File: config.mk
export PLATFORM = sky130hd
export DESIGN_NAME = uee_lane
export DESIGN_NICKNAME = d
export VERILOG_FILES = /design/src/sv/uee_pkg.sv /design/src/sv/uee_lane.sv
export SDC_FILE = /design/constraint.sdc
export NUM_CORES = 1
export LEC_CHECK = 0
export BUFFER_PORTS_ARGS = -buffer_cell sky130_fd_sc_hd__buf_2
export CELL_PAD_IN_SITES_DETAIL_PLACEMENT = 1
export CELL_PAD_IN_SITES_GLOBAL_PLACEMENT = 1
export CORE_MARGIN = 5
export CORE_UTILIZATION = 25
export DETAILED_ROUTE_END_ITERATION = 7
export PLACE_DENSITY = 0.83
export SLEW_MARGIN = 25
export SYNTH_ARGS = -nofsm -noshare
export SYNTH_HDL_FRONTEND = slang
export SYNTH_SLANG_ARGS = --single-unit
File: constraint.sdc
create_clock -name i_clk -period 2 [get_ports i_clk]
set_input_delay 0.1 -clock i_clk [delete_from_list [all_inputs] [get_ports i_clk]]
set_output_delay 0.1 -clock i_clk [all_outputs]
set_load 0.05 [all_outputs]
File: src/sv/uee_pkg.sv
// shared types and constants for the unique edge extractor
package uee_pkg;

    localparam int VERTEX_W   = 16;
    localparam int EDGE_NUM_W = 10;
    localparam int TOTAL_W    = 11;
    localparam int LANES      = 3;

    typedef struct packed {
        logic [VERTEX_W-1:0] vertex_a;
        logic [VERTEX_W-1:0] vertex_b;
        logic [VERTEX_W-1:0] vertex_c;
        logic                first_triangle;
    } t_item;

    typedef struct packed {
        logic [VERTEX_W-1:0]   edge_from;
        logic [VERTEX_W-1:0]   edge_to;
        logic [EDGE_NUM_W-1:0] edge_number;
        logic [TOTAL_W-1:0]    total_edges;
        logic                  dropped;
        logic                  last_of_triangle;
    } t_result;

    typedef struct packed {
        logic [LANES-1:0] is_new;
        logic [LANES-1:0] is_last;
    } t_merge;

endpackage

File: src/sv/uee_lane.sv
// one compare lane: matches its edge against the table entries streamed past it
module uee_lane import uee_pkg::*; #(
    parameter int VW = 16
) (
    input  logic          i_clk,
    input  logic          i_rst_n,
    input  logic          i_clr,
    input  logic          i_en,
    input  logic [VW-1:0] i_from,
    input  logic [VW-1:0] i_to,
    input  logic [2*VW-1:0] i_entry,
    output logic          o_found
);

    logic          r_found;
    logic          n_found;
    logic [VW-1:0] ent_from;
    logic [VW-1:0] ent_to;
    logic          match;

    assign ent_from = i_entry[2*VW-1:VW];
    assign ent_to   = i_entry[VW-1:0];
    assign match    = ((i_from == ent_from) && (i_to == ent_to)) ||
                      ((i_from == ent_to) && (i_to == ent_from));

    always_comb begin
        n_found = r_found;
        if (i_clr) begin
            n_found = 1'b0;
        end else if (i_en && match) begin
            n_found = 1'b1;
        end
    end

    always_ff @(posedge i_clk) begin
        if (!i_rst_n) begin
            r_found <= 1'b0;
        end else begin
            r_found <= n_found;
        end
    end

    assign o_found = r_found;

endmodule

Yosys cells after proc, flatten, opt, wreduce, memory -nomap -nowiden
Cells that the tools add are included.

Bitwise logic cells: 1. Equality and inequality tests: 4. Reductions and logical operators: 5.

Operators by type and width (number): == test 16 bit (4); logical AND 1 bit (3); OR reduction 2 bit (1); logical OR 1 bit (1); inverter 1 bit (1).

Output and inout bits: 1. Register bits after elaboration: 1. Logic and storage cells: 11. Input bits: 68.

Longest topological paths before layout
Gate-level depths: netlist of run 1.

Depth in word-level cells: 4. Depth in mapped cells: 5. Mapped depth without buffers: 5.

Worst setup path before layout of run 1
Ideal clock, no wire load.

Path type: reg2reg. Start point: reg, netlist name o_found. End point: reg r_found, in the netlist o_found. Library setup time: 0.070 ns. Required time: 1.930 ns. Slack: 1.036 ns. Clock period less this slack: 0.964 ns. Stages on the path, launching flop included: 3. Arrival time: 0.894 ns. Buffers on the path: 0. Cell sequence: dfxtp_1 o211ai_1 a21oi_1.

RTL lines: to (signal assigned) (line uee_lane.sv:39) `r_found <= n_found;`; to (decl) (line uee_lane.sv:15) `logic r_found;`.

Worst setup path after layout of run 1
Start point: in i_entry[4]. End point: reg r_found, in the netlist o_found.

Word-level cells in the longest chain between the ends: 4. Elaborated cells between the ends (all ways): 6. Those cells by class: eq/ne: 2; reduce/logical: 4.

RTL lines: from (decl) (line uee_lane.sv:11) `input logic [2*VW-1:0] i_entry,`; == test 16 bit, on equally long branches (line uee_lane.sv:23, uee_lane.sv:24); logical AND 1 bit, on equally long branches (line uee_lane.sv:23, uee_lane.sv:24); logical OR 1 bit (*) (line uee_lane.sv:23) `assign match = ((i_from == ent_from) && (i_to == ent_to)) ||`; logical AND 1 bit (*) (line uee_lane.sv:30) `end else if (i_en && match) begin`.

Every way passes the cells marked *; elsewhere a longest branch is shown, timed or not. A chain may end at the register's enable or synchronous reset.

==> impl_metrics.csv, run 1 <==
group,metric,value,unit
status,status,"complete, no violations",
worst_setup_path,path_common_cell,"a21oi_1",
placed_design,dp.cells,189,
finish,fillCellCount,380,
finish,regArea,20.0,µm²
finish,multiInputGateArea,707,µm²
sta,finClkSkew,0,ns
clocking,cts_hold_buf,0,
sta,drv_slew,0,
run,drv_cap,0,
placed_design,hpwl,2860,µm
placed_design,gp_routability_congestion,0.967,
yosys,ys_ff_latch,1,
worst_setup_path,cp_max_fo,2,
finish,antennaDiodeCount,0,
die,die-area,4100,µm²
finish,fin_nets,228,
power_and_ir_drop,ir_drop,0.103,mV
finish,largest_reg_flops,1,
sta,fmax,0.825,GHz
placed_design,pre_cts_slack,0.808,ns
yosys,synth_edf_count,0,
placed_design,portBuffers,68,
sta,hold_violations,0,
sta,rsz0062_at_grt,"no",
worst_setup_path,cp.depth,6,
yosys,synthFlopType,"dfxtp_1",
yosys,synth.distinct_cells,8,
finish,post_route_cells_drive_above_1_share,43.0,%
worst_setup_path,cp-start-kind,"input pin",
clocking,cts-resized-gates,0,
worst_setup_path,reg2regPathDepth,2,
route,drc,0,
sta,finalCriticalPeriod,1.21,ns
yosys,yosysSeqAreaShare,2.74,%
worst_setup_path,path_class,"input pin to flop",
route,wirelength,2980,µm
yosys,synth_top_cell_by_area,"xnor2_1",
min_path,hold_depth,3,
route,drt_iter0_drc,13,
sta,fin_crit_sh,60.6,%
die,die_w,64.1,µm
clocking,clk_latency,0,ns
sta,setup_slack,0.788,ns
grt,grt-ovfl-total,0,
worst_setup_path,cp.arrival,1.14,ns
power_and_ir_drop,power_leakage,0.425,nW
sta,max_slew_margin,81.7,%
worst_setup_path,worst_path_largest_cell_delay,0.32,ns
yosys,postSynthCellCount,90,
clocking,clk_pin_slew_worst_paths,0,ns
yosys,yosysWarnings,0,
worst_setup_path,crit_path_end_kind,"flop",
sta,fin_setup_tns,0,ns
yosys,yosysMostFrequentCell,"xnor2_1",
worst_setup_path,cp_cell_sequence,"buf_2 -> xnor2_1 -> nand4_1 -> nor4_1 -> a21oi_1 -> a21oi_1",
grt,antenna_found_initial,0,
yosys,async_flop_share,0,%
min_path,min_path_type,"input pin to flop",
sta,whs,0.387,ns
die,num_rows,19,
finish,syn_to_final_growth,51.9,%
yosys,netlist_area,731,µm²
finish,instances_no_fill,189,
sta,setup_viol,0,
die,fp.dieH,64.1,µm
route,wl_per_cell,15.8,µm
route,ant_nets,0,
route,viasPerCell,4.82,
grt,grt_max_degree,4,
worst_setup_path,crit_buf_inv,1,
worst_setup_path,cpLargestDelayFamily,"simple AND/OR/NAND/NOR gates",
grt,grt_pass1_wl,4570,µm
clocking,post_cts_buffers,0,
die,fp.coreArea,2780,µm²
yosys,yosysTopAreaCellShare,76.7,%
die,start_util,26.3,%
finish,post-route-util,39.9,%
yosys,netlist_top_cells_count,"64 x xnor2_1, 16 x nand4_1, 4 x nor4_1, 2 x a21oi_1",
sta,tightest_slew,0.271,ns
yosys,synth_area_leaders,"xnor2_1 77%, nand4_1 14%, nor4_1 3.4%",
yosys,syn-num-nets,158,
grt,grt_pass1_vias,1069,
worst_setup_path,slowest_stage,"nor4_1",
die,pin_count,69,
worst_setup_path,r2r_slack,1.32,ns
route,first_pass_iters,4,
yosys,syn_avg_cell_area,8.12,µm²
power_and_ir_drop,power_density,246,nW/µm²
grt,grt_util_all_layers,13.5,%
route,vias,911,
worst_setup_path,cp.required,1.93,ns
[layer usage]
| metal | vias to the layer above | global-route usage [%] | wire [µm] |
|---|---|---|---|
| met2 | 40 | 26.8 | 1580 |
| met1 | 413 | 15.2 | 1160 |
| li1 | 452 | - | - |
| met5 | - | 0 | 0 |
| met4 | 0 | 2.86 | 70 |
| met3 | 6 | 1.40 | 173 |
[layout make-up]
class / count / area share [%]
Tap cell: 31 / 3.49
Sequential cell: 1 / 1.80
Inverter: 1 / 0.338
Timing Repair Buffer: 68 / 30.7
Multi-Input combinational cell: 88 / 63.7
[power by group]
group	internal [mW]	total (mW)	leakage [nW]	switching (mW)
clock	0	0	0	0
combinational	0.137	0.252	0.417	0.115
sequential	0.0204	0.0204	0.00805	0.00000000000788
total	0.158	0.273	0.425	0.115
[logic make-up after synthesis]
kind of cell / after synthesis / synth area share [%]
buffers and inverters: 1 / 0.513
AOI/OAI and AO/OA: 3 / 2.40
xor gates and xnor gates: 64 / 76.7
DFF: 1 / 2.74
and+or+nand+nor: 21 / 17.6
[cells in the final DEF (no fill, tap or decap)]
| cell | count |
|---|---|
| xnor2_1 | 64 |
| nand2_1 | 1 |
| buf_2 | 68 |
| a21oi_1 | 2 |
| inv_1 | 1 |
| dfxtp_1 | 1 |
| nand4_1 | 16 |
| o211ai_1 | 1 |
| nor4_1 | 4 |
[worst register-to-register path, cell delays in order (launching register included)]
cell and delay [ns]:
dfxtp_1 0.31, o211ai_1 0.19, a21oi_1 0.06
[per-stage QoR]
stage	total power, mW	cell area, µm²
global placement	0.267	1110
finish	0.273	1110
CTS	0.276	1110
floorplan	0.144	731
global route	0.294	1110
detailed placement	0.274	1110
[path summary, 6_finish.rpt]
kind / startpoint / endpoint
worst max register to register: o_found$_SDFFE_PP0P_ / o_found$_SDFFE_PP0P_
worst max-delay path: i_entry[4] / o_found$_SDFFE_PP0P_
worst min register to register: o_found$_SDFFE_PP0P_ / o_found$_SDFFE_PP0P_
worst min-delay path: i_rst_n / o_found$_SDFFE_PP0P_
(Power assumes the default switching activity.)
==> run 2, diff against run 1 <==
ABC_AREA = 1   (was default)
CORE_UTILIZATION = 22   (was 25)
PLACE_DENSITY = 0.75   (was 0.83)
clock period = 1.02 ns   (was 2 ns; I/O delays follow)
==> run 2 against run 1 <==
The flow now finishes with violations (setup timing); first-iteration DRC count down 7.7%; die area is 41% higher; final cell count up 60%; sequential power is 96% higher; synthesized cell count increased by 100%; combinational power grew to 3.0 times the previous value; critical path type unchanged; critical endpoint unchanged; largest power group unchanged.
==> impl_metrics.csv, run 2 <==
group,metric,value,unit
die,start_util,22.4,%
yosys,synth_top_cell_by_area,"xnor2_1",
yosys,synth_area_leaders,"xnor2_1 46%, nand2_1 33%, inv_1 10%",
finish,finish.instance_area,1800,µm²
sta,fmax,0.974,GHz
power_and_ir_drop,power_density,440,nW/µm²
yosys,yosysWarnings,0,
finish,fin_nets,321,
yosys,postSynthCellCount,183,
route,vias,1250,
yosys,yosysSeqAreaShare,2.08,%
yosys,synthFlopType,"dfxtp_1",
yosys,netlist_top_cells_count,"84 x nand2_1, 51 x xnor2_1, 26 x inv_1, 20 x nor2_1",
yosys,yosysMostFrequentCell,"nand2_1",
yosys,ys_ff_latch,1,
die,die_w,76.2,µm
finish,final_common_cell,"nand2_1",
min_path,hold_depth,3,
route,viasPerCell,4.13,
worst_setup_path,r2r_start,"o_found$_SDFFE_PP0P_",
die,num_rows,24,
clocking,clk_pin_slew_worst_paths,0,ns
sta,rsz0062_at_grt,"yes",
min_path,min_path_type,"input pin to flop",
power_and_ir_drop,seq_power_share,5.0,%
die,pin_count,69,
route,ant_nets,0,
sta,setup_slack,-0.00691,ns
grt,grt_pass1_wl,5690,µm
sta,setup_viol,1,
clocking,clk_latency,0,ns
min_path,worstHoldStart,"i_rst_n",
route,wirelength,3540,µm
run,drv_cap,0,
grt,grt_pass1_vias,1365,
sta,drv_slew,0,
die,fp.dieH,76.2,µm
power_and_ir_drop,p_int,0.463,mW
yosys,synth.distinct_cells,6,
die,die-area,5800,µm²
finish,largest_reg_flops,1,
power_and_ir_drop,switchingPower,0.331,mW
sta,tightest_slew,0.255,ns
placed_design,gp_routability_congestion,0.728,
placed_design,placed_cell_area,1370,µm²
route,first_pass_iters,2,
clocking,cts_hold_buf,0,
worst_setup_path,cp-startpoint,"i_entry[9]",
power_and_ir_drop,power_leakage,0.961,nW
finish,antennaDiodeCount,0,
grt,antenna_found_initial,0,
worst_setup_path,reg2regPathDepth,2,
placed_design,portBuffers,68,
sta,finClkSkew,0,ns
yosys,synth_edf_count,0,
route,drt_iter0_drc,12,
sta,max_slew_margin,83.1,%
worst_setup_path,cp-start-kind,"input pin",
yosys,async_flop_share,0,%
power_and_ir_drop,netSwitchingFraction,41.7,%
sta,finalCriticalPeriod,1.03,ns
power_and_ir_drop,p_comb_share,95.0,%
status,violations,"setup timing",
yosys,yosysTopAreaCellShare,46.4,%
worst_setup_path,cp.arrival,0.96,ns
grt,grt_util_all_layers,11.1,%
finish,final_cell_mix,"82 x nand2_1, 46 x buf_2, 32 x xnor2_2, 22 x inv_1, 18 x xnor2_1",
power_and_ir_drop,ir_drop,0.147,mV
power_and_ir_drop,clkPwrFrac,0,%
yosys,syn-num-nets,251,
grt,grt_max_degree,4,
route,wl_per_cell,11.7,µm
power_and_ir_drop,power,0.793,mW
sta,hold_violations,0,
grt,grt-ovfl-total,0,
worst_setup_path,crit_path_end_kind,"flop",
finish,post_route_cells_drive_above_1_share,47.4,%
route,drc,0,
worst_setup_path,cp_max_fo,3,
sta,fin_crit_sh,101,%
worst_setup_path,path_class,"input pin to flop",
die,fp.coreArea,4290,µm²
status,status,"complete, but fails checks",
yosys,syn_avg_cell_area,5.26,µm²
worst_setup_path,cp.required,0.95,ns
yosys,netlist_area,963,µm²
sta,whs,0.297,ns
finish,syn_to_final_growth,87.1,%
placed_design,hpwl,3040,µm
-- run 2: cell types whose count changed after synthesis, sizes merged, moves of 4 or more --
cell and change:
xnor2 -13, nand2 +83, nor4 -4, inv +25
nor2 +20, nand4 -16
-- run 2: layer usage --
metal / share of wire [%] / GRT usage [%] / vias up
li1: - / - / 662
met1: 40 / 13.4 / 551
met2: 55 / 21.7 / 37
met3: 4.6 / 1.54 / 0
met4: 0 / 0 / 0
met5: 0 / 0 / -
-- run 2: worst paths after layout --
kind,end,slack (ns)
max reg2reg,o_found$_SDFFE_PP0P_,0.48
max,o_found$_SDFFE_PP0P_,-0.007
min reg2reg,o_found$_SDFFE_PP0P_,0.46
min,o_found$_SDFFE_PP0P_,0.30
-- run 2: what timing repair did --
item	in CTS	in global routing
setup buffers	0	0
pin swaps	30	40
gates resized for setup	34	57
setup endpoints to repair	1	1
-- run 2: power groups by stage --
stage               Sequential, mW  Clock, mW  Combinational (mW)
CTS                         0.0399          0               0.634
finish                      0.0399          0               0.754
global placement            0.0399          0               0.541
detailed placement          0.0399          0               0.549
global route                0.0399          0               0.825
floorplan                   0.0399          0               0.292
-- run 2: cell families after synthesis --
| logic type | synth area share (%) |
|---|---|
| flip-flops | 2.08 |
| AND/OR/NAND/NOR | 40.5 |
| AO/OA/AOI/OAI | 0.909 |
| buffers and inverters | 10.1 |
| XOR/XNOR | 46.4 |
-- run 2: area by class of cell --
cell class	count	area, µm²
Fill cell	569	2490
Inverter	26	103
Multi-Input combinational cell	156	1140
Sequential cell	1	20.0
Tap cell	52	65.1
Timing Repair Buffer	68	478
-- run 2: through the flow --
stage,TNS [ns],util [%],std cells,setup slack (ns)
finish,-0.00691,42.0,303,-0.00691
global route,-0.174,42.0,303,-0.174
CTS,-0.0466,35.8,303,-0.0466
detailed placement,-0.0600,31.9,303,-0.0600
global placement,-0.0480,31.9,303,-0.0480
floorplan,0,-,183,0.113
-- run 2: critical path, cell delays in order --
cell and delay (ns):
buf_4 0.13, xnor2_2 0.14, nand2_1 0.07, nor2_1 0.11, nand2_1 0.08, nor2_2 0.10
nand2_1 0.05, nand2_1 0.06, nand2_1 0.07, a21oi_2 0.10
