**src/sv/uee_pkg.sv**
```systemverilog
// shared types and constants for the unique edge extractor
package uee_pkg;

    localparam int VERTEX_W   = 16;
    localparam int EDGE_NUM_W = 10;
    localparam int TOTAL_W    = 11;
    localparam int LANES      = 3;

    typedef struct packed {
        logic [VERTEX_W-1:0] vertex_a;
        logic [VERTEX_W-1:0] vertex_b;
        logic [VERTEX_W-1:0] vertex_c;
        logic                first_triangle;
    } t_item;

    typedef struct packed {
        logic [VERTEX_W-1:0]   edge_from;
        logic [VERTEX_W-1:0]   edge_to;
        logic [EDGE_NUM_W-1:0] edge_number;
        logic [TOTAL_W-1:0]    total_edges;
        logic                  dropped;
        logic                  last_of_triangle;
    } t_result;

    typedef struct packed {
        logic [LANES-1:0] is_new;
        logic [LANES-1:0] is_last;
    } t_merge;

endpackage

```
**src/sv/uee_merge.sv**
```systemverilog
// merge stage: drops edges already in the table and in-triangle repeats, and marks the last new edge
module uee_merge import uee_pkg::*; #(
    parameter int VW = 16
) (
    input  logic                     i_clk,
    input  logic                     i_load,
    input  logic [LANES-1:0][VW-1:0] i_from,
    input  logic [LANES-1:0][VW-1:0] i_to,
    input  logic [LANES-1:0]         i_found,
    output t_merge                   o_sel
);

    t_merge r_sel;
    t_merge n_sel;

    always_comb begin
        logic [LANES-1:0] dup;
        logic [LANES-1:0] later;
        dup   = '0;
        later = '0;
        for (int j = 0; j < LANES; j++) begin
            for (int i = 0; i < j; i++) begin
                if (((i_from[i] == i_from[j]) && (i_to[i] == i_to[j])) ||
                    ((i_from[i] == i_to[j]) && (i_to[i] == i_from[j]))) begin
                    dup[j] = 1'b1;
                end
            end
        end
        n_sel.is_new = ~i_found & ~dup;
        for (int j = 0; j < LANES; j++) begin
            for (int i = j + 1; i < LANES; i++) begin
                if (n_sel.is_new[i]) begin
                    later[j] = 1'b1;
                end
            end
        end
        n_sel.is_last = n_sel.is_new & ~later;
    end

    always_ff @(posedge i_clk) begin
        if (i_load) begin
            r_sel <= n_sel;
        end
    end

    assign o_sel = r_sel;

endmodule

```
**config.mk**
```make
export PLATFORM = sky130hd
export DESIGN_NAME = uee_merge
export DESIGN_NICKNAME = d
export VERILOG_FILES = /design/src/sv/uee_pkg.sv /design/src/sv/uee_merge.sv
export SDC_FILE = /design/constraint.sdc
export NUM_CORES = 1
export LEC_CHECK = 0
export ABC_AREA = 1
export BUFFER_PORTS_ARGS = -buffer_cell sky130_fd_sc_hd__buf_2
export CORE_UTILIZATION = 53
export DETAILED_ROUTE_END_ITERATION = 10
export PLACE_DENSITY = 0.92
export SLEW_MARGIN = 20
export SYNTH_ARGS = -nofsm -noshare
export SYNTH_HDL_FRONTEND = slang
export SYNTH_SLANG_ARGS = --single-unit
```
**constraint.sdc**
```tcl
create_clock -name i_clk -period 1.6 [get_ports i_clk]
set_input_delay 0.32 -clock i_clk [delete_from_list [all_inputs] [get_ports i_clk]]
set_output_delay 0.32 -clock i_clk [all_outputs]
set_load 0.02 [all_outputs]
```
# == Yosys cells after proc, flatten, opt, wreduce, memory -nomap -nowiden ==
# Index checks and enable logic that the tools add are counted.
# word_totals
regBits,6
wordCells,34
output_inout_bits,6
input_bits,101
# op_classes
n_reduce_logical,9
n_bitwise,5
eq_ne,12
n_mux,6
# op_table
op,count
$eq 16x16->1,12
$and 3x3->3,2
$logic_and 1x1->1,6
$mux 1,6
$not 3->3,2
$logic_or 1x1->1,3
$not 2->3,1

# == Longest topological paths before layout ==
# Gate-level depths: netlist of run 1.
# depth
word_depth,11
mapped_depth,12
depth_no_buf,11

# == Worst setup path before layout of run 1 ==
# No wires, ideal clock.
# synth_path
path_type,input -> register
startpoint,in i_from[6] (netlist bit)
endpoint,"reg r_sel, in the netlist o_sel[5] (data pin)"
required_time_ns,1.346
n_path_buf,1
slack_ns,0.284
arrival_time_ns,1.062
cell_stages,9
path_cell_list,buf_2 -> xnor2_1 -> nand2_1 -> nor2_1 -> nand2_1 -> nor2_1 -> nand2_1 -> nand2_2 -> nor2_4
# synth_via
elab_chain_cells,7
# synth_lines
item,line_no,rtl
start: declaration,uee_merge.sv:7,"input logic [LANES-1:0][VW-1:0] i_from,"
"$eq 16x16->1, on equally long branches","uee_merge.sv:23, uee_merge.sv:24",
"$logic_and 1x1->1, on equally long branches","uee_merge.sv:23, uee_merge.sv:24",
$logic_or 1x1->1 (*),uee_merge.sv:23,if (((i_from[i] == i_from[j]) && (i_to[i] == i_to[j])) ||
$mux 1 (*) (2 in series),uee_merge.sv:23,
$not 3->3 (*),uee_merge.sv:29,n_sel.is_new = ~i_found & ~dup;
$and 3x3->3 (*),uee_merge.sv:29,
end signal: assignment,uee_merge.sv:42,r_sel <= n_sel;
end: declaration,uee_merge.sv:13,t_merge r_sel;
# Every way passes the cells marked *; elsewhere a longest branch is shown, timed or not.
# A chain may end at the register's enable or synchronous reset.

==> results.md, run 1 <==
- Status: complete, no violations
- Clock tree from TritonCTS: built
- Endpoint, Worst Hold: o_sel[3]
- Final cell count without fillers: 739
- Startpoint type of the worst setup path: primary input
- Internal power consumption: 754.2 uW
- Placeable core region: 5956 um^2
- Number of global-route vias before repair: 3286
- Worst setup path category: in2reg
- Crit path max fanout: 4
- Max-capacitance violation count: 0
- Number of nets at the end of the flow: 766
- Instance count after placement with tap cells included: 735
- Number of buffers and inverters on the critical path: 2
- Data arrival at the endpoint of the critical path: 1310 ps
- H-Tree Depth: 1
- VDD IR-drop max: 0.2583 mV
- Starting utilization of the core area: 0.5521
- Count of unique library cells instantiated by Yosys: 18
- Power spent charging and discharging nets: 596.0 uW
- Most area-hungry cell type in the Yosys netlist: xnor2_1
- Min Clock Period, post-route: 1344 ps
- Headroom to the max-slew limit: 0.8918
- Max Freq: 743.9 MHz
- Remaining antenna violation count: 0
- Routability-driven placement congestion ratio: 0.9551
- Die width: 80.77 um
- Utilization after layout: 0.6053
- Pin count of the biggest net entering global routing: 6
- Die extent in y: 80.77 um
- Count of routing violations after the opening detailed-route iteration: 139
- Worst EP required: 1570 ps
- Number of core rows: 28
- Seq. cell area: 150.1 um^2
- Number of cells on the worst hold path: 1
- Total power: 1350 uW
- Area added between synthesis and finish: 9.627%
- Switching part of the total power: 0.4414
- Total leakage power: 0.001836 uW
- Final hold slack: 377.1 ps
- Wire length per cell after detailed routing: 11.39 um
- Wirelength, routed: 8.418 mm
- Category of the worst setup path capture point: register
- Areal power density over the cells: 374.6 nW/um^2
- Cell area after synthesis: 3288 um^2
- Synth warn: 0
- Logic pwr share: 0.713
- Cells resized by post-CTS repair: 0
- Number of fill cells in the layout: 601
- Yosys top cell area share: 0.3409
- Clock transition at the register clock pins on the worst setup and hold paths after CTS: 30 ps
- Mean area per synthesized cell: 5.444 um^2
- Congestion Overflow GR: 0
- Net count after synthesis: 705
- Detailed-router iteration count before antenna repair: 4
- Instance count on the critical path: 11
- Multi-input logic area: 2526 um^2
- Crit share post-route: 0.8402
- Worst hold start: i_load
- Cts bufs inserted: 3
- Number of flip-flops under the largest register name: 5
- Setup bufs post-CTS: 0
- Unrepaired setup endpoints after global routing: false
- Critical path's slowest cell: or2_0
- Seq/Total Area, Yosys: 0.04566
- Overall Global Routing Usage: 0.2602
- I/O pin count: 107
- Cells along the critical path: buf_2 > inv_2 > or2_0 > nand3_1 > nor2_1 > nand2_1 > nor2_1 > nand2_1 > nand2_2 > nor2_4 > nor2_2
- Flop and latch count out of synthesis: 5
- Setup TNS after final layout: 0 ps
- Worst slew pin tran: 161.2 ps
- Global-route wire length before repair: 13.64 mm
- Antenna violations before repair: 0
- Final-report hold violation count: 0
- Cell chosen for the clock root: clkbuf_8
- Count of mapped cells out of synthesis: 604
- Setup violations, final: 0
- Remaining DRCs: 0
- Total Die Area: 6523 um^2
- Count of final max-slew check failures: 0
- Half-perimeter wire length of the detailed placement result: 7.311 mm
- Max clock buf depth: 2
- Number of buffers added on ports: 106
- Layout cells sized above 1: 0.1822
- Routed vias: 3553
- Diode count: 0
- Critical Path Max Stage Delay: 190 ps
- Fraction of power consumed by the clock network: 0.170
- Kind of path behind the tightest hold check: in2reg
- Worst path top cell family by delay: simple AND/OR/NAND/NOR gates
- Share of power burned in registers: 0.117
- Number of sinks on the clock net: 5
- Number of buffers inserted by hold repair at cts: 0
- Via/cell ratio: 4.808
- Cell types occupying the most area after synthesis: xnor2_1 34%, nand2_1 29%, inv_1 7.3%, nor2_1 6.8%, buf_6 5.5%
[cell usage after synthesis]
cell type and number:
nand3_2 2, inv_2 5, nand4_1 11, nand2_1 258, xnor2_1 128, nor2_1 60
buf_4 1, nand3_1 11, or2_0 4, edfxtp_1 5, buf_2 17, buf_6 16
nor2_4 1, or2_1 1, clkbuf_2 16, nand2_2 2, nor2_2 2, inv_1 64
[cell families (layout without fill, tap and decap cells)]
logic type                Yosys count  count (layout)  synth area share
buffers and inverters             119             179            0.1861
DFF                                 5               5           0.04566
and+or+nand+nor                   352             352            0.4273
xor gates and xnor gates          128             128            0.3409
[how the worst max path moves through the flow]
stage / start / to / slack [ps]
after detailed placement: i_from[29] / o_sel[1] / 40
after CTS: i_from[29] / o_sel[1] / 260
final: i_to[13] / o_sel[1] / 260
after floorplan: i_from[6] / o_sel[5] / 280
after global placement: i_from[12] / o_sel[5] / 40
after global routing: i_from[8] / o_sel[1] / 160
[power groups by stage]
stage | Sequential [uW] | Clock [uW] | Combinational, uW
4_1_cts | 159 | 233 | 959
3_5_place_dp | 160 | 0 | 956
6_report | 159 | 229 | 963
2_1_floorplan | 175 | 0 | 704
5_1_grt | 160 | 244 | 1070
3_3_place_gp | 161 | 0 | 928
[routing by layer]
metal / global-route usage / routed length [um]
met1: 0.3022 / 3698
met2: 0.5093 / 4221
met3: 0.02584 / 400
met4: 0.05179 / 98
met5: 0 / 0
[layout make-up]
cell class / instances / share of cell area
inverters: 69 / 0.07185
flip-flops and latches: 5 / 0.04165
repair buffers: 106 / 0.1472
well taps: 75 / 0.02603
clock buffers: 4 / 0.01250
multi-input cells: 480 / 0.7008
[cells in the final DEF (no fill, tap or decap), drive strengths merged]
| master | n |
|---|---|
| nor2 | 63 |
| clkbuf | 4 |
| inv | 69 |
| nand2 | 260 |
| nand3 | 13 |
| xnor2 | 128 |
| edfxtp | 5 |
| nand4 | 11 |
| or2 | 5 |
| buf | 106 |
[stage by stage]
step | cell area, um^2 | worst slack, ps
2_1_floorplan | 3288 | 284.1
3_3_place_gp | 3560 | 42.97
3_5_place_dp | 3560 | 37.66
4_1_cts | 3605 | 258.3
5_1_grt | 3605 | 157.8
6_report | 3605 | 255.7
No activity file was read; power rests on OpenSTA's default activity.
==> run 2, diff against run 1 <==
Settings changed: CORE_UTILIZATION 53 to 48, PLACE_DENSITY 0.92 to 0.88.
Clock period 1.6 ns to 1.1 ns, I/O delays scaled along.
==> run 2 against run 1 <==
Effect of this change: the flow now finishes with violations (design-rule violations, negative setup slack); cell area up 25%; setup slack got worse by 370 ps; critical path depth shrank 1; die area grew 10%; combinational power is 91% higher; largest cell class unchanged; via count rose by 3.7%; hold slack got worse by 100 ps; sequential power grew 45%; final cell count increased by 1.2%; highest routed layer unchanged; flip-flop and latch count stayed put; total power rose by 78%; first-iteration DRC count decreased by 0.72%.
==> results.md, run 2 (same netlist as run 1, synthesis figures left out) <==
- Status: complete, but fails checks (was complete, no violations)
- Failing checks: design-rule violations, negative setup slack
- Layout cells sized above 1: 0.3383 (was 0.1822)
- Cell chosen for the clock root: clkbuf_8 (unchanged)
- Global-route wire length before repair: 15.37 mm (was 13.64 mm)
- Die extent in y: 84.77 um (was 80.77 um)
- Data arrival at the endpoint of the critical path: 1190 ps (was 1310 ps)
- Worst-case setup margin in the final layout: -110.3 ps (was 255.7 ps)
- Count of routing violations after the opening detailed-route iteration: 138 (was 139)
- I/O pin count: 107 (unchanged)
- Areal power density over the cells: 534.8 nW/um^2 (was 374.6 nW/um^2)
- Final cell count without fillers: 748 (was 739)
- H-Tree Depth: 1 (unchanged)
- Number of buffers and inverters on the critical path: 1 (was 2)
- Total Die Area: 7185 um^2 (was 6523 um^2)
- Starting utilization of the core area: 0.5063 (was 0.5521)
- Via/cell ratio: 4.925 (was 4.808)
- Half-perimeter wire length of the detailed placement result: 7.779 mm (was 7.311 mm)
- Number of buffers added on ports: 106 (unchanged)
- Commonest non-fill, non-tap cell in the layout: nand2_1 (unchanged)
- Setup bufs post-CTS: 0 (unchanged)
- Diode count: 0 (unchanged)
- Critical Path Max Stage Delay: 160 ps (was 190 ps)
- Cts bufs inserted: 3 (unchanged)
- Wire length per cell after detailed routing: 13.32 um (was 11.39 um)
- Cells along the critical path: buf_2 > nand2_1 > nand2_1 > nand3_1 > nor2_2 > nand2_1 > nor2_1 > nand2_1 > nand3_2 > nor2_4 (was buf_2 > inv_2 > or2_0 > nand3_1 > nor2_1 > nand2_1 > nor2_1 > nand2_1 > nand2_2 > nor2_4 > nor2_2)
- Number of buffers inserted by hold repair at cts: 0 (unchanged)
- Count of final max-slew check failures: 0 (unchanged)
- Max clock buf depth: 2 (unchanged)
- VDD IR-drop max: 0.3097 mV (was 0.2583 mV)
- Most frequent cells in the layout: 255 x nand2_1, 77 x xnor2_1, 51 x xnor2_2, 47 x inv_1, 36 x nor2_1 (was 258 x nand2_1, 128 x xnor2_1, 106 x buf_2, 64 x inv_1, 60 x nor2_1)
- Category of the worst setup path capture point: register (unchanged)
- Antenna violations before repair: 0 (unchanged)
- Number of flip-flops under the largest register name: 5 (unchanged)
- Clock tree from TritonCTS: built (unchanged)
- Worst setup path category: in2reg (unchanged)
- Routability-driven placement congestion ratio: 0.9282 (was 0.9551)
- Remaining DRCs: 7 (was 0)
- Instance count after placement with tap cells included: 744 (was 735)
- Worst EP required: 1070 ps (was 1570 ps)
- Wirelength, routed: 9.960 mm (was 8.418 mm)
- Worst path top cell family by delay: simple AND/OR/NAND/NOR gates (unchanged)
- Overall Global Routing Usage: 0.2637 (was 0.2602)
- Critical path's slowest cell: buf_2 (was or2_0)
- Congestion Overflow GR: 0 (unchanged)
- Total power: 2409 uW (was 1350 uW)
- Max Freq: 826.3 MHz
- Most frequent cell on the critical path: nand2_1
- Placeable core region: 6495 um^2 (was 5956 um^2)
- Crit share post-route: 1.100
- Worst slew pin tran: 186.8 ps (was 161.2 ps)
- Pin count of the biggest net entering global routing: 6 (unchanged)
- Max-capacitance violation count: 0 (unchanged)
- Die width: 84.77 um (was 80.77 um)
- Detailed-router iteration count before antenna repair: 8 (was 4)
- Number of global-route vias before repair: 3504 (was 3286)
- Crit path max fanout: 5 (was 4)
- Clock transition at the register clock pins on the worst setup and hold paths after CTS: 40 ps (was 30 ps)
- Remaining antenna violation count: 0 (unchanged)
- Final-report hold violation count: 0 (unchanged)
- Routed vias: 3684 (was 3553)
- Number of sinks on the clock net: 5 (unchanged)
- Startpoint type of the worst setup path: primary input (unchanged)
- Unrepaired setup endpoints after global routing: true (was false)
- Area added between synthesis and finish: 36.99% (was 9.627%)
- Number of core rows: 29 (was 28)
- Number of nets at the end of the flow: 773 (was 766)
- Kind of path behind the tightest hold check: in2reg (unchanged)
- Headroom to the max-slew limit: 0.8745 (was 0.8918)
- Min Clock Period, post-route: 1210 ps
- Total leakage power: 0.002269 uW (was 0.001836 uW)
- Setup violations, final: 4 (was 0)
[run 2: changes by cell type in the layout (fill, tap and decap cells not counted), moves of 17 or more]
cell	delta
xnor2_1	-51
inv_1	-17
nor2_2	+23
buf_4	+32
buf_2	-73
buf_6	+33
nor2_1	-24
xnor2_2	+51
[run 2: cell type report]
class | count | area (um^2)
clock buffer | 4 | 45.04
multi-input combinational | 480 | 3002
tap | 77 | 96.34
sequential | 5 | 150.1
timing repair buffer | 113 | 942.2
inverter | 69 | 269.0
fill | 543 | 1991
[run 2: final timing paths]
kind     start  endpoint  slack (ps)  cells past startpoint
max   i_to[46]  o_sel[5]        -110                     10
min     i_load  o_sel[5]         280                      1
[run 2: stage by stage]
step | hold WS [ps] | setup slack, ps | util | cell area [um^2] | TNS, ps
floorplan | 332.5 | -97.31 | - | 3566 | -351.2
global placement | 494.5 | -343.8 | 0.5658 | 3675 | -1340
detailed placement | 503.8 | -373.8 | 0.5658 | 3675 | -1459
CTS | 278.3 | -60.14 | 0.6270 | 4073 | -202.1
global route | 284.0 | -186.0 | 0.6935 | 4504 | -697.2
finish | 276.9 | -110.3 | 0.6935 | 4504 | -409.5
[run 2: report_power, final]
group | internal [uW] | total (uW) | switching, uW
Combinational | 907 | 1840 | 932
Clock | 249 | 338 | 89.4
Sequential | 227 | 231 | 3.94
[run 2: metal layers]
metal	track usage	up-vias	routed length, um
met2	0.5240	110	5375
met5	0	-	0
met3	0.01770	15	424
li1	-	1884	-
met1	0.3036	1675	3981
met4	0.06163	0	178
[run 2: what timing repair did]
action,4_1_cts,5_1_grt
cloned,0,0
endpoints found under the hold margin,0,0
resized for setup,105,128
setup endpoints to repair,4,4
pin swaps,65,67
==> run 3, diff against run 2 <==
Settings changed: ABC_AREA 1 to unset, CORE_UTILIZATION 48 to 44.
==> run 3 against run 2 <==
Effect of this change: the run ends with negative setup slack left; hold slack worse by 10 ps; critical path type unchanged; highest routed layer unchanged; setup slack got worse by 510 ps; final cell count decreased by 30%; non-clock buffer count rose by 69; largest power group unchanged.
==> results.md, run 3 <==
- Synth warn: 0 (unchanged)
- Cell chosen for the clock root: clkbuf_8 (unchanged)
- Critical path's slowest cell: xor2_1 (was buf_2)
- Simple-gate share of the synthesized area: 0.1866 (was 0.4273)
- Pin count of the biggest net entering global routing: 6 (unchanged)
- Final std cell area, no fill: 4328 um^2 (was 4504 um^2)
- Yosys top cell area share: 0.5194 (was 0.3409)
- FFs w/ async S/R, synth: 0 (unchanged)
- Clock transition at the register clock pins on the worst setup and hold paths after CTS: 40 ps (about the same)
- Max Freq: 580.9 MHz (was 826.3 MHz)
- Area added between synthesis and finish: 88.71% (was 36.99%)
- Utilization after layout: 0.8869 (was 0.6935)
- Post-place setup slack: -706.1 ps (was -373.8 ps)
- Final-report hold violation count: 0 (unchanged)
- Top post-synthesis cells by count: 136 x xor2_1, 56 x xnor2_1, 37 x nor4_1 (was 258 x nand2_1, 128 x xnor2_1, 64 x inv_1)
- Number of global-route vias before repair: 2843 (was 3504)
- Via/cell ratio: 6.035 (was 4.925)
- Wirelength, routed: 12.47 mm (was 9.960 mm)
- Antenna violations before repair: 0 (unchanged)
- H-Tree Depth: 1 (unchanged)
- Post-synthesis xor/xnor area fraction: 0.7332 (was 0.3409)
- Remaining DRCs: 0 (was 7)
- Instance count after placement with tap cells included: 514 (was 744)
- Largest family of logic cells by synthesized area: XOR/XNOR gates (was simple AND/OR/NAND/NOR gates)
- Max-capacitance violation count: 0 (unchanged)
- Mean area per synthesized cell: 8.558 um^2 (was 5.444 um^2)
- Adder-cell share of the synthesized area: 0 (unchanged)
- Flop and latch count out of synthesis: 5 (unchanged)
- Number of sinks on the clock net: 5 (unchanged)
- Startpoint type of the worst setup path: primary input (unchanged)
- Total Die Area: 5505 um^2 (was 7185 um^2)
- Worst path top cell family by delay: XOR/XNOR gates (was simple AND/OR/NAND/NOR gates)
- Number of flip-flops under the largest register name: 5 (unchanged)
- Overall Global Routing Usage: 0.3553 (was 0.2637)
- Kind of path behind the tightest hold check: in2reg (unchanged)
- Setup violations, final: 4 (unchanged)
- Area fraction in compound gates after synthesis: 0.009820 (was 0)
- Multi-input logic area: 2723 um^2 (was 3002 um^2)
- Starting utilization of the core area: 0.4700 (was 0.5063)
- Crit path max fanout: 3 (was 5)
- Worst-case setup margin in the final layout: -621.6 ps (was -110.3 ps)
- Count of routing violations after the opening detailed-route iteration: 362 (was 138)
- Number of core rows: 25 (was 29)
- Failing checks: negative setup slack (was design-rule violations, negative setup slack)
- Routed vias: 3138 (was 3684)
- VDD IR-drop max: 0.4832 mV (was 0.3097 mV)
- Most frequent cells in the layout: 105 x xor2_1, 74 x buf_2, 74 x buf_4, 37 x xnor2_1, 31 x buf_6 (was 255 x nand2_1, 77 x xnor2_1, 51 x xnor2_2, 47 x inv_1, 36 x nor2_1)
- Wire length per cell after detailed routing: 23.99 um (was 13.32 um)
- Die extent in y: 74.20 um (was 84.77 um)
- Commonest non-fill, non-tap cell in the layout: xor2_1 (was nand2_1)
- Count of mapped cells out of synthesis: 268 (was 604)
- Crit share post-route: 1.565 (was 1.100)
- Detailed-router iteration count before antenna repair: 5 (was 8)
- Worst EP required: 1060 ps (was 1070 ps)
- Net count after synthesis: 369 (was 705)
- Seq/Total Area, Yosys: 0.06547 (was 0.04566)
- Status: complete, but fails checks (unchanged)
- Max clock buf depth: 2 (unchanged)
- Remaining antenna violation count: 0 (unchanged)
- Most area-hungry cell type in the Yosys netlist: xor2_1 (was xnor2_1)
- Worst slew pin tran: 683.7 ps (was 186.8 ps)
- Cts bufs inserted: 3 (unchanged)
- Placeable core region: 4880 um^2 (was 6495 um^2)
- Count of final max-slew check failures: 0 (unchanged)
- Unrepaired setup endpoints after global routing: true (unchanged)
- Final cell count without fillers: 520 (was 748)
- Clock tree from TritonCTS: built (unchanged)
- Min Clock Period, post-route: 1722 ps (was 1210 ps)
- Routability-driven placement congestion ratio: 1.058 (was 0.9282)
- Cells along the critical path: buf_2 > buf_4 > xor2_1 > nor4_4 > nand4_1 > nor2_1 > a211oi_2 > nor3_2 (was buf_2 > nand2_1 > nand2_1 > nand3_1 > nor2_2 > nand2_1 > nor2_1 > nand2_1 > nand3_2 > nor2_4)
- Count of unique library cells instantiated by Yosys: 13 (was 18)
- Cell area after synthesis: 2293 um^2 (was 3288 um^2)
- Layout cells sized above 1: 0.5806 (was 0.3383)
- Headroom to the max-slew limit: 0.5427 (was 0.8745)
- Die width: 74.20 um (was 84.77 um)
- Number of nets at the end of the flow: 555 (was 773)
- Diode count: 0 (unchanged)
- Critical Path Max Stage Delay: 560 ps (was 160 ps)
- I/O pin count: 107 (unchanged)
- Seq. cell area: 150.1 um^2 (unchanged)
- Worst setup path category: in2reg (unchanged)
- Cell types occupying the most area after synthesis: xor2_1 52%, xnor2_1 21%, nor4_1 10%, edfxtp_1 6.5%, nand4_1 6.0% (was xnor2_1 34%, nand2_1 29%, inv_1 7.3%, nor2_1 6.8%, buf_6 5.5%)
- DP Area: 3456 um^2 (was 3675 um^2)
- EDFF count, synth: 5 (unchanged)
- Number of buffers added on ports: 106 (unchanged)
- Category of the worst setup path capture point: register (unchanged)
- Number of fill cells in the layout: 206 (was 543)
- Areal power density over the cells: 577.2 nW/um^2 (was 534.8 nW/um^2)
- Global-route wire length before repair: 14.17 mm (was 15.37 mm)
- Number of buffers and inverters on the critical path: 2 (was 1)
- Most frequent cell after synthesis: xor2_1 (was nand2_1)
- Total leakage power: 0.001849 uW (was 0.002269 uW)
- Congestion Overflow GR: 0 (unchanged)
- Data arrival at the endpoint of the critical path: 1690 ps (was 1190 ps)
- Flip-flop cell with the highest count after synthesis: edfxtp_1 (unchanged)
- Share of synthesized area spent on multiplexers: 0 (unchanged)
- Half-perimeter wire length of the detailed placement result: 7.952 mm (was 7.779 mm)
-- run 3: changes by cell type in the layout (fill, tap and decap cells not counted), moves of 11 or more --
| cell | before | now |
|---|---|---|
| xor2_1 | 0 | 105 |
| nor4_1 | 0 | 16 |
| nor2_1 | 36 | 2 |
| xnor2_2 | 51 | 18 |
| buf_2 | 33 | 74 |
| xnor2_1 | 77 | 37 |
| nand2_1 | 255 | 0 |
| nor4_2 | 0 | 20 |
| inv_1 | 47 | 1 |
| xor2_2 | 0 | 26 |
| inv_2 | 18 | 0 |
| nand4_1 | 11 | 22 |
| nor2_2 | 25 | 3 |
| buf_4 | 32 | 74 |
-- run 3: final cells by class --
type                    count  area share
inverters                   1   0.0008673
well taps                  67     0.01937
repair buffers            182      0.3056
multi-input cells         261      0.6291
clock buffers               4     0.01041
flip-flops and latches      5     0.03469
-- run 3: power by group --
| part | total [uW] | switching, uW | leakage, uW | internal (uW) |
|---|---|---|---|---|
| sequential | 231 | 3.96 | 0.0000486 | 227 |
| combinational | 1930 | 1050 | 0.00178 | 875 |
| clock | 341 | 92.0 | 0.0000228 | 249 |
-- run 3: timing repair --
action | in CTS | in global routing
endpoints found under the setup margin | 4 | 4
gates resized for setup | 64 | 92
pin swaps | 30 | 29
hold buffers | 0 | 0
buffers inserted | 0 | 4
-- run 3: stage by stage --
stage | TNS [ps] | hold WS [ps] | total power [uW]
2_1_floorplan | -589.6 | 332.5 | 818.7
3_3_place_gp | -2506 | 481.2 | 1641
3_5_place_dp | -2515 | 489.9 | 1652
4_1_cts | -1189 | 264.8 | 2119
5_1_grt | -2331 | 273.0 | 2571
6_report | -2273 | 266.7 | 2498
-- run 3: final timing paths --
check        from        to  slack [ps]  depth (start not counted)
max    i_from[25]  o_sel[0]        -620                          8
min    i_found[0]  o_sel[3]         270                          2
-- run 3: per-layer routing --
| metal | track usage | routed length (um) | vias up |
|---|---|---|---|
| met5 | 0 | 0 | - |
| met1 | 0.4267 | 4226 | 1443 |
| met4 | 0.2051 | 1208 | 0 |
| met3 | 0.03659 | 1355 | 98 |
| li1 | - | - | 1289 |
| met2 | 0.6152 | 5684 | 308 |
-- run 3: logic make-up (layout without fill, tap and decap cells) --
group | after synthesis | in the layout
XOR/XNOR | 192 | 192
AND/OR/NAND/NOR | 67 | 67
flip-flops | 5 | 5
AO/OA/AOI/OAI | 2 | 2
buffers and inverters | 2 | 187
